[config.mk]
export PLATFORM = sky130hd
export DESIGN_NAME = sism_ctrl
export DESIGN_NICKNAME = d
export VERILOG_FILES = /design/src/rtl/core/sism_pkg.sv /design/src/rtl/core/sism_ctrl.sv
export SDC_FILE = /design/constraint.sdc
export NUM_CORES = 1
export LEC_CHECK = 0
export BUFFER_PORTS_ARGS = -buffer_cell sky130_fd_sc_hd__buf_4
export CORE_ASPECT_RATIO = 0.7
export CORE_MARGIN = 10
export CORE_UTILIZATION = 42
export DETAILED_ROUTE_END_ITERATION = 10
export GPL_TIMING_DRIVEN = 0
export PLACE_DENSITY = 0.71
export SLEW_MARGIN = 25
export SYNTH_ARGS = -nofsm -noshare
export SYNTH_HDL_FRONTEND = slang
export SYNTH_SLANG_ARGS = --single-unit
[constraint.sdc]
create_clock -name clk -period 2.14 [get_ports clk]
set_input_delay 0 -clock clk [delete_from_list [all_inputs] [get_ports clk]]
set_output_delay 0 -clock clk [all_outputs]
set_load 0.03 [all_outputs]
[src/rtl/core/sism_pkg.sv]
`default_nettype none
// ----------------------------------------------------------------------------
// sism_pkg
// Shared types and codes for the sorted interval set merge block: channel
// words, controller commands and status, state and action codes.
// ----------------------------------------------------------------------------
package sism_pkg;

	localparam int DIVISOR_BITS = 16;
	localparam int CFG_DATA_BITS = 16;
	localparam int CFG_IDX_BITS = 1;

	localparam logic [CFG_IDX_BITS-1:0] REG_HALF_WIDTH = 1'b0;
	localparam logic [CFG_IDX_BITS-1:0] REG_CELL_SIZE = 1'b1;

	localparam logic CMD_ADD = 1'b0;
	localparam logic CMD_LOOKUP = 1'b1;

	localparam logic [1:0] STAT_DONE = 2'd0;
	localparam logic [1:0] STAT_FULL = 2'd1;
	localparam logic [1:0] STAT_MISS = 2'd2;

	typedef struct packed {
		logic        cmd;
		logic [31:0] coordinate;
	} in_word_t;

	typedef struct packed {
		logic [1:0]  status;
		logic [9:0]  found_index;
		logic [31:0] found_start;
		logic [31:0] found_end;
		logic [10:0] segment_count;
	} out_word_t;

	typedef enum logic [3:0] {
		S_IDLE,
		S_DIV,
		S_SRD,
		S_SCMP,
		S_SFIN,
		S_DEC1,
		S_NCAP,
		S_DEC2,
		S_SHINIT,
		S_SHIFT,
		S_WRITE,
		S_OUT
	} state_t;

	typedef enum logic [3:0] {
		ACT_HEAD,
		ACT_EXT_U,
		ACT_KEEP_U,
		ACT_END_U,
		ACT_BRIDGE,
		ACT_LOW_N,
		ACT_NEW_0,
		ACT_NEW_N,
		ACT_LOOK
	} act_t;

	typedef enum logic [1:0] {
		RD_MID,
		RD_BASE,
		RD_NEXT,
		RD_SHIFT
	} rd_sel_t;

	typedef enum logic [1:0] {
		RES_TOUCH,
		RES_FULL,
		RES_MISS
	} res_sel_t;

	typedef struct packed {
		logic     load;
		rd_sel_t  rd_sel;
		logic     srch_init;
		logic     srch_step;
		logic     srch_fin;
		logic     n_cap;
		logic     act_go;
		act_t     act;
		logic     sh_init;
		logic     sh_down;
		logic     sh_run;
		logic     wr_t;
		logic     cnt_inc;
		logic     cnt_dec;
		logic     out_load;
		res_sel_t res_sel;
	} cmd_t;

	typedef struct packed {
		logic lookup;
		logic div_done;
		logic cnt_zero;
		logic cnt_full;
		logic n_gt1;
		logic f_neg;
		logic u_last;
		logic s_le_eu;
		logic e_le_eu;
		logic e_ge_su;
		logic e_lt_sn;
		logic sh_done;
	} stat_t;

endpackage
`default_nettype wire

[src/rtl/core/sism_ctrl.sv]
`default_nettype none
// ----------------------------------------------------------------------------
// sism_ctrl
// Controller: sequences division, binary search, insert decision, shifting
// and write-back, and owns the handshakes of both channels.
// ----------------------------------------------------------------------------
module sism_ctrl (
	input  wire logic            clk,
	input  wire logic            arst_n,
	input  wire logic            in_valid,
	output logic                 in_stall,
	output logic                 out_valid,
	input  wire logic            out_stall,
	input  wire sism_pkg::stat_t st,
	output sism_pkg::cmd_t       cmd
);
	import sism_pkg::*;

	state_t   state_q, state_d;
	act_t     act_q, act_d;
	res_sel_t res_q, res_d;
	logic     out_valid_q;

	always_ff @(posedge clk or negedge arst_n) begin
		if (!arst_n) begin
			state_q <= S_IDLE;
			act_q <= ACT_NEW_0;
			res_q <= RES_MISS;
			out_valid_q <= 1'b0;
		end else begin
			state_q <= state_d;
			act_q <= act_d;
			res_q <= res_d;
			if (cmd.out_load) begin
				out_valid_q <= 1'b1;
			end else if (!out_stall) begin
				out_valid_q <= 1'b0;
			end
		end
	end

	always_comb begin
		state_d = state_q;
		act_d = act_q;
		res_d = res_q;
		cmd = '0;
		case (state_q)
			S_IDLE: begin
				if (in_valid) begin
					cmd.load = 1'b1;
					state_d = S_DIV;
				end
			end
			S_DIV: begin
				if (st.div_done) begin
					if (!st.cnt_zero) begin
						cmd.srch_init = 1'b1;
						state_d = S_SRD;
					end else if (st.lookup) begin
						res_d = RES_MISS;
						state_d = S_OUT;
					end else begin
						cmd.act_go = 1'b1;
						cmd.act = ACT_NEW_0;
					end
				end
			end
			S_SRD: begin
				if (st.n_gt1) begin
					cmd.rd_sel = RD_MID;
					state_d = S_SCMP;
				end else begin
					cmd.rd_sel = RD_BASE;
					state_d = S_SFIN;
				end
			end
			S_SCMP: begin
				cmd.srch_step = 1'b1;
				state_d = S_SRD;
			end
			S_SFIN: begin
				cmd.srch_fin = 1'b1;
				state_d = S_DEC1;
			end
			S_DEC1: begin
				if (st.lookup) begin
					if (st.f_neg) begin
						res_d = RES_MISS;
						state_d = S_OUT;
					end else begin
						cmd.act_go = 1'b1;
						cmd.act = ACT_LOOK;
					end
				end else if (st.f_neg) begin
					cmd.act_go = 1'b1;
					cmd.act = st.e_ge_su ? ACT_HEAD : ACT_NEW_0;
				end else if (st.u_last) begin
					cmd.act_go = 1'b1;
					cmd.act = st.s_le_eu ? ACT_EXT_U : ACT_NEW_N;
				end else begin
					// The right neighbour is needed to decide.
					cmd.rd_sel = RD_NEXT;
					state_d = S_NCAP;
				end
			end
			S_NCAP: begin
				cmd.n_cap = 1'b1;
				state_d = S_DEC2;
			end
			S_DEC2: begin
				cmd.act_go = 1'b1;
				if (st.s_le_eu) begin
					if (st.e_le_eu) begin
						cmd.act = ACT_KEEP_U;
					end else if (st.e_lt_sn) begin
						cmd.act = ACT_END_U;
					end else begin
						cmd.act = ACT_BRIDGE;
					end
				end else begin
					cmd.act = st.e_lt_sn ? ACT_NEW_N : ACT_LOW_N;
				end
			end
			S_SHINIT: begin
				cmd.sh_init = 1'b1;
				cmd.sh_down = act_q == ACT_BRIDGE;
				state_d = S_SHIFT;
			end
			S_SHIFT: begin
				cmd.sh_run = 1'b1;
				cmd.rd_sel = RD_SHIFT;
				if (st.sh_done) begin
					state_d = S_WRITE;
				end
			end
			S_WRITE: begin
				cmd.wr_t = 1'b1;
				cmd.cnt_inc = act_q inside {ACT_NEW_0, ACT_NEW_N};
				cmd.cnt_dec = act_q == ACT_BRIDGE;
				state_d = S_OUT;
			end
			S_OUT: begin
				if (!out_valid_q || !out_stall) begin
					cmd.out_load = 1'b1;
					cmd.res_sel = res_q;
					state_d = S_IDLE;
				end
			end
			default: begin
				state_d = S_IDLE;
			end
		endcase

		if (cmd.act_go) begin
			act_d = cmd.act;
			res_d = RES_TOUCH;
			if (cmd.act == ACT_LOOK) begin
				state_d = S_OUT;
			end else if (cmd.act inside {ACT_NEW_0, ACT_NEW_N}) begin
				if (st.cnt_full) begin
					res_d = RES_FULL;
					state_d = S_OUT;
				end else begin
					state_d = S_SHINIT;
				end
			end else if (cmd.act == ACT_BRIDGE) begin
				state_d = S_SHINIT;
			end else begin
				state_d = S_WRITE;
			end
		end
	end

	assign in_stall = state_q != S_IDLE;
	assign out_valid = out_valid_q;

endmodule
`default_nettype wire

## After elaboration in Yosys (flattened, before gate mapping)

Cells that the tools add are included.
W data, S select, Z words.

| cells by class | value |
|---|---|
| equal/unequal tests | 32 |
| mux-type cells | 61 |
| reductions and logical operators | 10 |

Operators by type and width:

| operator | number |
|---|---|
| $mux W4 | 13 |
| $pmux W4 S12 | 1 |
| $eq A4 B3 Y1 const B | 10 |
| $mux W5 | 7 |
| $mux W3 | 9 |
| $mux W2 | 13 |
| $ne A3 B3 Y1 const B | 8 |
| $eq A4 B4 Y1 const B | 5 |
| $ne A4 B4 Y1 const B | 4 |
| $mux W1 | 15 |
| $pmux W5 S3 | 1 |
| $reduce_and A9 Y1 | 1 |
| $eq A4 B2 Y1 const B | 2 |
| $pmux W2 S3 | 1 |
| $reduce_and A6 Y1 | 1 |
| $eq A4 B1 Y1 const B | 1 |
| $logic_not A4 Y1 | 1 |
| $pmux W2 S2 | 1 |
| $reduce_bool A2 Y1 | 2 |
| $reduce_bool A4 Y1 | 1 |
| $reduce_bool A3 Y1 | 1 |
| $logic_not A1 Y1 | 2 |
| $ne A2 B1 Y1 const B | 1 |
| $ne A2 B2 Y1 const B | 1 |
| $logic_or A1 B1 Y1 | 1 |

| word-level totals | value |
|---|---|
| register bits | 11 |
| input port bits | 16 |
| output and inout bits | 23 |
| logic and storage cells | 107 |

## Depth between registers and ports, before layout

Gate-level depths: netlist of run 1.

| depth | value |
|---|---|
| depth after elaboration | 10 |
| depth in mapped cells | 6 |

## Worst setup path after synthesis of run 1

OpenSTA, ideal clock, no wires.

| timing path | value |
|---|---|
| path type | register to output |
| from | register state_q[2] |
| to | output cmd[0] (netlist name) |
| data arrival time | 2.050 ns |
| path slack | 0.090 ns |
| stages on the path, launching flop included | 6 |
| buffers on the path | 2 |
| cell sequence | dfrtp_1 > buf_2 > nand2b_1 > clkbuf_1 > nor3b_1 > and2_1 |

RTL lines:

| what | RTL line | source |
|---|---|---|
| start: declaration | sism_ctrl.sv:19 | `state_t state_q, state_d;` |
| start signal: assignment | sism_ctrl.sv:31 | `state_q <= state_d;` |
| end: declaration | sism_ctrl.sv:15 | `output sism_pkg::cmd_t cmd` |

==> impl_metrics.env, run 1 <==
export IMPL_io_pins=39
export IMPL_htreeDepth=1
export IMPL_drtPass1Iterations=4
export IMPL_multi_input_area_sq_um=646
export IMPL_core_area_sq_um=2190
export IMPL_cts_sinks=11
export IMPL_clock_root_buffer="clkbuf_4"
export IMPL_finalNetCount=193
export IMPL_final_cell_area_sq_um=1350
export IMPL_vias_per_cell=5.48
export IMPL_synth_seq_cells=11
export IMPL_slew_headroom_pct=65.4
export IMPL_slew_viol_final=0
export IMPL_power_density_nw_per_um2=1250
export IMPL_fillers=204
export IMPL_grtUsageTotal_pct=14.1
export IMPL_post_place_ws_ns=0.275
export IMPL_dp_hpwl_mm=2.69
export IMPL_antenna_found_initial=0
export IMPL_crit_required_ns=2.14
export IMPL_arrival_ns=2.04
export IMPL_netlist_area_sq_um=991
export IMPL_initial_core_util_pct=45.3
export IMPL_grt_max_degree=12
export IMPL_worst_slack_ns=0.0965
export IMPL_yosysWarnings=0
export IMPL_areaGrowthSynthToFinish_pct=36.4
export IMPL_layout_area_seq_sq_um=279
export IMPL_crit_type="reg -> out"
export IMPL_io_buffers=37
export IMPL_synth_edf_count=0
export IMPL_syn_area_per_cell_sq_um=7.40
export IMPL_synth_ff_type="dfrtp_1"
export IMPL_min_path_type="in -> reg"
export IMPL_drive_above_1_share_pct=29.0
export IMPL_netSwitchingPower_uw=865
export IMPL_fin_worst_skew_ns=0.00283
export IMPL_combinationalPowerShare_pct=68.6
export IMPL_overflow=0
export IMPL_synth_cells=134
export IMPL_synth_nets=150
export IMPL_p_seq_share_pct=22.9
export IMPL_grt_pass1_wl_mm=5.40
export IMPL_clk_pin_slew_ns=0.07
export IMPL_wire_per_inst_um=16.0
export IMPL_layout_commonest_cell="buf_4"
export IMPL_drc=0
export IMPL_clock_latency_ns=0.27
export IMPL_p_clk_share_pct=8.4
export IMPL_power_switching_share_pct=51.1
export IMPL_fp_dieW_um=78.1
export IMPL_routabilityCongestion=0.840
export IMPL_setup_tns_ns=0
export IMPL_fmax_mhz=489
export IMPL_rsz0062_at_grt="no"
export IMPL_vias=1140
export IMPL_fp_dieH_um=60.6
export IMPL_maxCapViolCount=0
export IMPL_finalCritPeriodShare_pct=95.5
export IMPL_cp_start_kind="register"
export IMPL_numCtsBuffers=3
export IMPL_setup_viol=0
export IMPL_hold_viol_final=0
export IMPL_critPathCaptureType="output port"
export IMPL_period_needed_ns=2.04
export IMPL_vdd_ir_drop_worst_uv=477
export IMPL_critPathMaxFanout=10
export IMPL_intPower_uw=829
export IMPL_ant_nets=0
export IMPL_tightest_slew_ns=0.512
export IMPL_drt_iter0_drc=89
export IMPL_ys_seq_area_share_pct=28.2
export IMPL_status="finished clean"
export IMPL_grt_pass1_vias=1047
export IMPL_diodes=0
export IMPL_cts_max_path_buffers=2
export IMPL_dpl_instance_area_sq_um=1310
export IMPL_leakage_nw=0.662
export IMPL_cts_tree="done"
export IMPL_async_flop_share_pct=100
export IMPL_synth_distinct_cells=42
export IMPL_row_count=14
export IMPL_mostFrequentLayoutCells="buf_4 (38), nand2_1 (15), nor2_1 (14)"
export IMPL_dieArea_sq_um=4730
export IMPL_wl_mm=3.33
-- stage by stage --
step | power [mW] | instances | util [%] | hold WS (ns)
after global placement | 1.54 | 203 | 59.8 | -0.160
after global routing | 1.84 | 208 | 61.7 | 0.0581
after CTS | 1.70 | 208 | 61.4 | 0.0160
after floorplan | 1.19 | 134 | - | -0.296
final | 1.69 | 208 | 61.7 | 0.0137
after detailed placement | 1.55 | 203 | 59.8 | -0.156
-- kinds of logic after synthesis --
kind of cell / after synthesis / synth area share, %
buffers and inverters: 16 / 6.94
muxes: 2 / 2.02
AOI/OAI and AO/OA: 35 / 24.1
DFF: 11 / 28.2
and+or+nand+nor: 70 / 38.8
-- layer usage --
| layer | share of wire, % | track usage, % |
|---|---|---|
| met1 | 48 | 21.2 |
| met2 | 43 | 19.3 |
| met3 | 9.0 | 3.83 |
| met4 | 0 | 2.29 |
| met5 | 0 | 0 |
-- power by group through the flow --
stage | Sequential (mW) | Clock [mW] | Combinational, mW
after floorplan | 0.369 | 0 | 0.818
after global placement | 0.369 | 0 | 1.17
after detailed placement | 0.373 | 0 | 1.17
after CTS | 0.369 | 0.146 | 1.18
after global routing | 0.404 | 0.157 | 1.28
final | 0.388 | 0.143 | 1.16
-- sequential cells by signal, indices dropped and copies added (netlist names) --
register	cells
act_q	4
state_q	4
res_q	2
out_valid	1
-- final timing paths --
kind	from	end	slack (ns)	cells after the start
max	state_q[2]	cmd[10]	0.1	6
min	out_stall	out_valid	0.01	3
max reg2reg	state_q[0]	state_q[1]	0.28	6
min reg2reg	act_q[0]	act_q[0]	0.50	1
max in group asynchronous	arst_n	res_q[1]	1.81	2
min in group asynchronous	arst_n	res_q[0]	0.10	2
-- cells in the mapped netlist, drive strengths merged (3+ instances only) --
| library cell | count | area (sq um) |
|---|---|---|
| nor2b | 3 | 18.8 |
| nand3 | 3 | 15.0 |
| nor3b | 3 | 22.5 |
| dfstp | 3 | 78.8 |
| dfrtp | 8 | 200 |
| clkbuf | 7 | 26.3 |
| nand2 | 15 | 56.3 |
| inv | 6 | 22.5 |
| or3 | 3 | 18.8 |
| nand2b | 7 | 43.8 |
| a21o | 6 | 45.0 |
| a21oi | 7 | 38.8 |
| buf | 3 | 20.0 |
| o21ai | 8 | 40.0 |
| nor2 | 15 | 56.3 |
| nor3 | 9 | 56.3 |
-- final cells by class --
class                      instances  area share, %
timing repair buffer              39           21.9
multi-input combinational        107           47.8
clock buffer                       4           1.94
sequential                        11           20.6
inverter                           6           1.67
tap                               32           2.96
buffer                             9           3.15
-- what timing repair did --
action,4_1_cts,5_1_grt
hold buffers,1,0
resized for setup,0,1
hold endpoints to repair,11,0
buffers inserted,0,1
setup endpoints to repair,0,2
-- critical path: stages (launching register included) --
cell and delay (ns):
dfrtp_1 0.36, buf_2 0.17, or4b_4 0.58, nor3_4 0.22, a21oi_2 0.10, o21ai_0 0.13
buf_4 0.21
Power figures use the tool's default switching activity.
==> run 2, diff against run 1 <==
--- a/config.mk
+++ b/config.mk
@@ -9,6 +9,7 @@
 export CORE_ASPECT_RATIO = 0.7
 export CORE_MARGIN = 10
 export CORE_UTILIZATION = 42
+export CTS_BUF_LIST = sky130_fd_sc_hd__clkbuf_8
 export DETAILED_ROUTE_END_ITERATION = 10
 export GPL_TIMING_DRIVEN = 0
 export PLACE_DENSITY = 0.71
==> run 2 against run 1 <==
  * Non-clock buffer count unchanged
  * Utilization up 0.69 points
  * Cell count unchanged
  * Worst setup slack better by 0.033 ns
  * Worst hold slack better by 0.031 ns
  * Final area up 1.1%
  * Largest power group unchanged
==> impl_metrics.env, run 2 (synthesis results as in run 1) <==
export IMPL_tightest_slew_ns=0.487
export IMPL_setup_tns_ns=0
export IMPL_io_buffers=37
export IMPL_clock_root_buffer="clkbuf_8"
export IMPL_netSwitchingPower_uw=872
export IMPL_grt_pass1_vias=1051
export IMPL_drive_above_1_share_pct=28.4
export IMPL_rsz0062_at_grt="no"
export IMPL_slew_viol_final=0
export IMPL_htreeDepth=1
export IMPL_leakage_nw=0.670
export IMPL_mostFrequentLayoutCells="buf_4 (37), nand2_1 (15), nor2_1 (14)"
export IMPL_row_count=14
export IMPL_grt_pass1_wl_mm=5.42
export IMPL_vias=1130
export IMPL_crit_required_ns=2.14
export IMPL_wire_per_inst_um=16.0
export IMPL_wl_mm=3.32
export IMPL_cp_num_buf_inv=2
export IMPL_worst_slack_ns=0.130
export IMPL_numCtsBuffers=3
export IMPL_postCtsSetupBuffers=0
export IMPL_cts_max_path_buffers=2
export IMPL_fp_dieH_um=60.6
export IMPL_drt_iter0_drc=78
export IMPL_combinationalPowerShare_pct=67.4
export IMPL_slew_headroom_pct=67.1
export IMPL_finalNetCount=193
export IMPL_vias_per_cell=5.43
export IMPL_fin_worst_skew_ns=0.00106
export IMPL_dieArea_sq_um=4730
export IMPL_critPathMaxFanout=10
export IMPL_period_needed_ns=2.01
export IMPL_cp_start_kind="register"
export IMPL_grtUsageTotal_pct=14.4
export IMPL_p_clk_share_pct=11.6
export IMPL_min_path_type="in -> reg"
export IMPL_ant_nets=0
export IMPL_finalCritPeriodShare_pct=93.9
export IMPL_power_switching_share_pct=49.6
export IMPL_crit_type="reg -> out"
export IMPL_p_seq_share_pct=21.0
export IMPL_cpLargestDelayFamily="simple AND/OR/NAND/NOR gates"
export IMPL_grt_max_degree=12
export IMPL_hold_viol_final=0
export IMPL_clock_latency_ns=0.24
export IMPL_fp_dieW_um=78.1
export IMPL_areaGrowthSynthToFinish_pct=37.9
export IMPL_overflow=0
export IMPL_dp_hpwl_mm=2.69
export IMPL_slowest_stage="or4b_4"
export IMPL_cts_sinks=11
export IMPL_arrival_ns=2.01
export IMPL_routabilityCongestion=0.840
export IMPL_cpPeakStageDelay_ns=0.57
export IMPL_layout_commonest_cell="buf_4"
export IMPL_crit_chain="clkbuf_1, or4b_4, nor3_4, a21oi_2, o21ai_0, buf_4"
export IMPL_critPathCaptureType="output port"
export IMPL_drtPass1Iterations=4
export IMPL_setup_viol=0
export IMPL_intPower_uw=885
export IMPL_clk_pin_slew_ns=0.05
export IMPL_post_place_ws_ns=0.275
export IMPL_io_pins=39
export IMPL_antenna_found_initial=0
export IMPL_status="finished clean"
export IMPL_drc=0
export IMPL_fmax_mhz=497
export IMPL_top_regs="act_q (4), state_q (4), res_q (2)"
export IMPL_initial_core_util_pct=45.3
export IMPL_core_area_sq_um=2190
export IMPL_power_density_nw_per_um2=1290
export IMPL_diodes=0
export IMPL_maxCapViolCount=0
export IMPL_cts_tree="done"
export IMPL_vdd_ir_drop_worst_uv=486
-- run 2: worst min-delay path: stages --
cell	delay, ns
buf_4	0.08
nand2_1	0.08
o21ai_0	0.09
-- run 2: area by class of cell --
class,instances,area [sq um]
Clock buffer,3,41.3
Fill cell,208,823
Multi-Input combinational cell,107,646
Sequential cell,11,279
Buffer,10,46.3
Tap cell,32,40.0
Timing Repair Buffer,38,288
Clock inverter,1,3.75
Inverter,6,22.5
-- run 2: routing by layer --
| layer | global-route usage [%] | vias to the layer above | routed length (um) |
|---|---|---|---|
| met2 | 19.3 | 42 | 1380 |
| met4 | 6.11 | 0 | 57 |
| met1 | 21.1 | 518 | 1620 |
| met5 | 0 | - | 0 |
| li1 | - | 566 | - |
| met3 | 3.39 | 4 | 261 |
-- run 2: through the flow --
stage | std cells | hold WS [ns] | utilization [%] | total power [mW] | area (sq um)
5_1_grt | 208 | 0.0947 | 62.4 | 1.90 | 1370
2_1_floorplan | 134 | -0.296 | - | 1.19 | 991
4_1_cts | 208 | 0.0495 | 62.3 | 1.76 | 1360
3_3_place_gp | 203 | -0.160 | 59.8 | 1.54 | 1310
3_5_place_dp | 203 | -0.156 | 59.8 | 1.55 | 1310
6_report | 208 | 0.0447 | 62.4 | 1.76 | 1370
-- run 2: timing repair --
item | 4_1_cts | 5_1_grt
resized for setup | 0 | 1
setup endpoints to repair | 0 | 2
hold buffers | 1 | 0
endpoints found under the hold margin | 11 | 0
-- run 2: worst paths after layout --
path                       depth (start not counted)         end  slack, ns  startpoint
max in group asynchronous                          2    act_q[2]       1.78      arst_n
min in group asynchronous                          2  state_q[2]       0.13      arst_n
min reg2reg                                        1    act_q[0]       0.49    act_q[0]
max                                                6     cmd[10]       0.13  state_q[1]
min                                                3   out_valid       0.04   out_stall
max reg2reg                                        6  state_q[1]       0.29  state_q[0]
-- run 2: power by group through the flow --
stage	Combinational [mW]	Clock, mW	Sequential [mW]
floorplan	0.818	0	0.369
global route	1.31	0.217	0.382
global placement	1.17	0	0.369
detailed placement	1.17	0	0.373
CTS	1.18	0.208	0.370
finish	1.18	0.204	0.369
==> run 3, diff against run 2 <==
--- a/config.mk
+++ b/config.mk
@@ -12,7 +12,9 @@
 export CTS_BUF_LIST = sky130_fd_sc_hd__clkbuf_8
 export DETAILED_ROUTE_END_ITERATION = 10
 export GPL_TIMING_DRIVEN = 0
+export MAX_ROUTING_LAYER = met4
 export PLACE_DENSITY = 0.71
+export RECOVER_POWER = 50
 export SLEW_MARGIN = 25
 export SYNTH_ARGS = -nofsm -noshare
 export SYNTH_HDL_FRONTEND = slang
==> run 3 against run 2 <==
  * Cell count unchanged
  * Die area unchanged
  * Clock power about the same
  * Critical endpoint unchanged
  * Final area down 2.9%
  * Largest cell class unchanged
==> impl_metrics.env, run 3 (synthesis results as in run 1) <==
export IMPL_tightest_slew_ns=0.595
export IMPL_grtUsageTotal_pct=13.4
export IMPL_mostFrequentLayoutCells="buf_4 (26), clkbuf_1 (17), nand2_1 (15), nor2_1 (14)"
export IMPL_clock_root_buffer="clkbuf_8"
export IMPL_routabilityCongestion=0.873
export IMPL_power_density_nw_per_um2=1270
export IMPL_regToRegEndpoint="state_q[1]"
export IMPL_drtPass1Iterations=4
export IMPL_slew_viol_final=0
export IMPL_min_path_type="in -> reg"
export IMPL_place_inst=203
export IMPL_top_regs="act_q (4), state_q (4), res_q (2)"
export IMPL_antenna_found_initial=0
export IMPL_initial_core_util_pct=45.3
export IMPL_areaGrowthSynthToFinish_pct=33.8
export IMPL_row_count=14
export IMPL_crit_start="state_q[2]"
export IMPL_htreeDepth=1
export IMPL_overflow=0
export IMPL_min_path_cells=3
export IMPL_critPathCaptureType="output port"
export IMPL_finalPower_mw=1.69
export IMPL_stdcell_count=208
export IMPL_setup_viol=0
export IMPL_maxCapViolCount=0
export IMPL_fp_dieW_um=78.1
export IMPL_rsz0062_at_grt="no"
export IMPL_r2r_cells=6
export IMPL_fillers=219
export IMPL_min_to="out_valid"
export IMPL_status="finished clean"
export IMPL_leakage_nw=0.628
export IMPL_route_met2_wl_mm=1.27
export IMPL_period_needed_ns=2.04
export IMPL_hold_viol_final=0
export IMPL_finalNetCount=193
export IMPL_dr_wl_met3_um=250
export IMPL_setup_tns_ns=0
export IMPL_wire_per_inst_um=15.1
export IMPL_grt_pass1_wl_mm=5.11
export IMPL_crit_type="reg -> out"
export IMPL_vias=1116
export IMPL_grt_max_degree=12
export IMPL_drive_above_1_share_pct=22.7
export IMPL_layout_commonest_cell="buf_4"
export IMPL_ant_nets=0
export IMPL_fmax_mhz=490
export IMPL_post_place_ws_ns=0.270
export IMPL_io_pins=39
export IMPL_cts_tree="done"
export IMPL_fin_worst_skew_ns=0.00234
export IMPL_diodes=0
export IMPL_drt_iter0_drc=105
export IMPL_grt_pass1_vias=1059
export IMPL_slew_headroom_pct=60.3
export IMPL_ff2ff_setup_slack_ns=0.25
export IMPL_numCtsBuffers=3
export IMPL_dp_hpwl_mm=2.58
export IMPL_clock_latency_ns=0.23
export IMPL_worst_slack_ns=0.100
export IMPL_vdd_ir_drop_worst_uv=460
export IMPL_wl_met1_mm=1.59
export IMPL_finalCritPeriodShare_pct=95.3
export IMPL_crit_required_ns=2.14
export IMPL_cts_sinks=11
export IMPL_critPathMaxFanout=10
export IMPL_arrival_ns=2.04
export IMPL_cts_max_path_buffers=2
export IMPL_hp_start="out_stall"
export IMPL_dieArea_sq_um=4730
export IMPL_wl_mm=3.14
export IMPL_fp_dieH_um=60.6
export IMPL_routed_top_layer="met4"
export IMPL_vias_per_cell=5.37
export IMPL_cp_start_kind="register"
export IMPL_io_buffers=37
export IMPL_reg2reg_from="state_q[2]"
export IMPL_drc=0
export IMPL_core_area_sq_um=2190
export IMPL_clk_pin_slew_ns=0.05
-- run 3: report_power, final --
part | internal [mW] | switching (mW)
clock network | 0.126 | 0.0756
logic | 0.389 | 0.731
registers | 0.323 | 0.0466
-- run 3: worst max-delay path by stage --
stage,slack [ns],endpoint,cells past startpoint
floorplan,0.09,cmd[0],5
global placement,0.26,state_q[1],6
detailed placement,0.27,act_q[0],5
CTS,0.08,cmd[13],6
global route,0.04,cmd[10],6
finish,0.10,cmd[10],6
-- run 3: what timing repair did --
action | in CTS | in global routing
gates resized for setup | 0 | 3
setup buffers | 0 | 0
endpoints found under the setup margin | 0 | 1
hold endpoints to repair | 11 | 0
hold buffers | 1 | 0
-- run 3: stage by stage --
stage / utilization, % / hold WS (ns) / cell area [sq um]
after floorplan: - / -0.296 / 991
final: 60.6 / 0.0485 / 1330
after global placement: 59.8 / -0.160 / 1310
after global routing: 60.6 / 0.0792 / 1330
after CTS: 62.3 / 0.0552 / 1360
after detailed placement: 59.8 / -0.157 / 1310
-- run 3: worst max-delay path, stage by stage (launching register included) --
cell and delay [ns]:
dfrtp_1 0.35, buf_2 0.17, or4b_4 0.58, nor3_4 0.27
a21oi_2 0.09, o21ai_0 0.12, buf_4 0.21
-- run 3: area by class of cell --
| cell class | instances | area (sq um) | area share (%) |
|---|---|---|---|
| Multi-Input combinational cell | 107 | 646 | 48.7 |
| Sequential cell | 11 | 279 | 21.0 |
| Timing Repair Buffer | 38 | 246 | 18.6 |
| Buffer | 10 | 47.5 | 3.58 |
| Clock buffer | 3 | 41.3 | 3.11 |
| Tap cell | 32 | 40.0 | 3.02 |
| Inverter | 6 | 22.5 | 1.70 |
| Clock inverter | 1 | 3.75 | 0.283 |
-- run 3: routing by layer --
layer	up-vias	track usage (%)
met4	0	3.05
met2	50	17.5
met1	498	19.0
met5	-	-
met3	4	4.13
li1	564	-
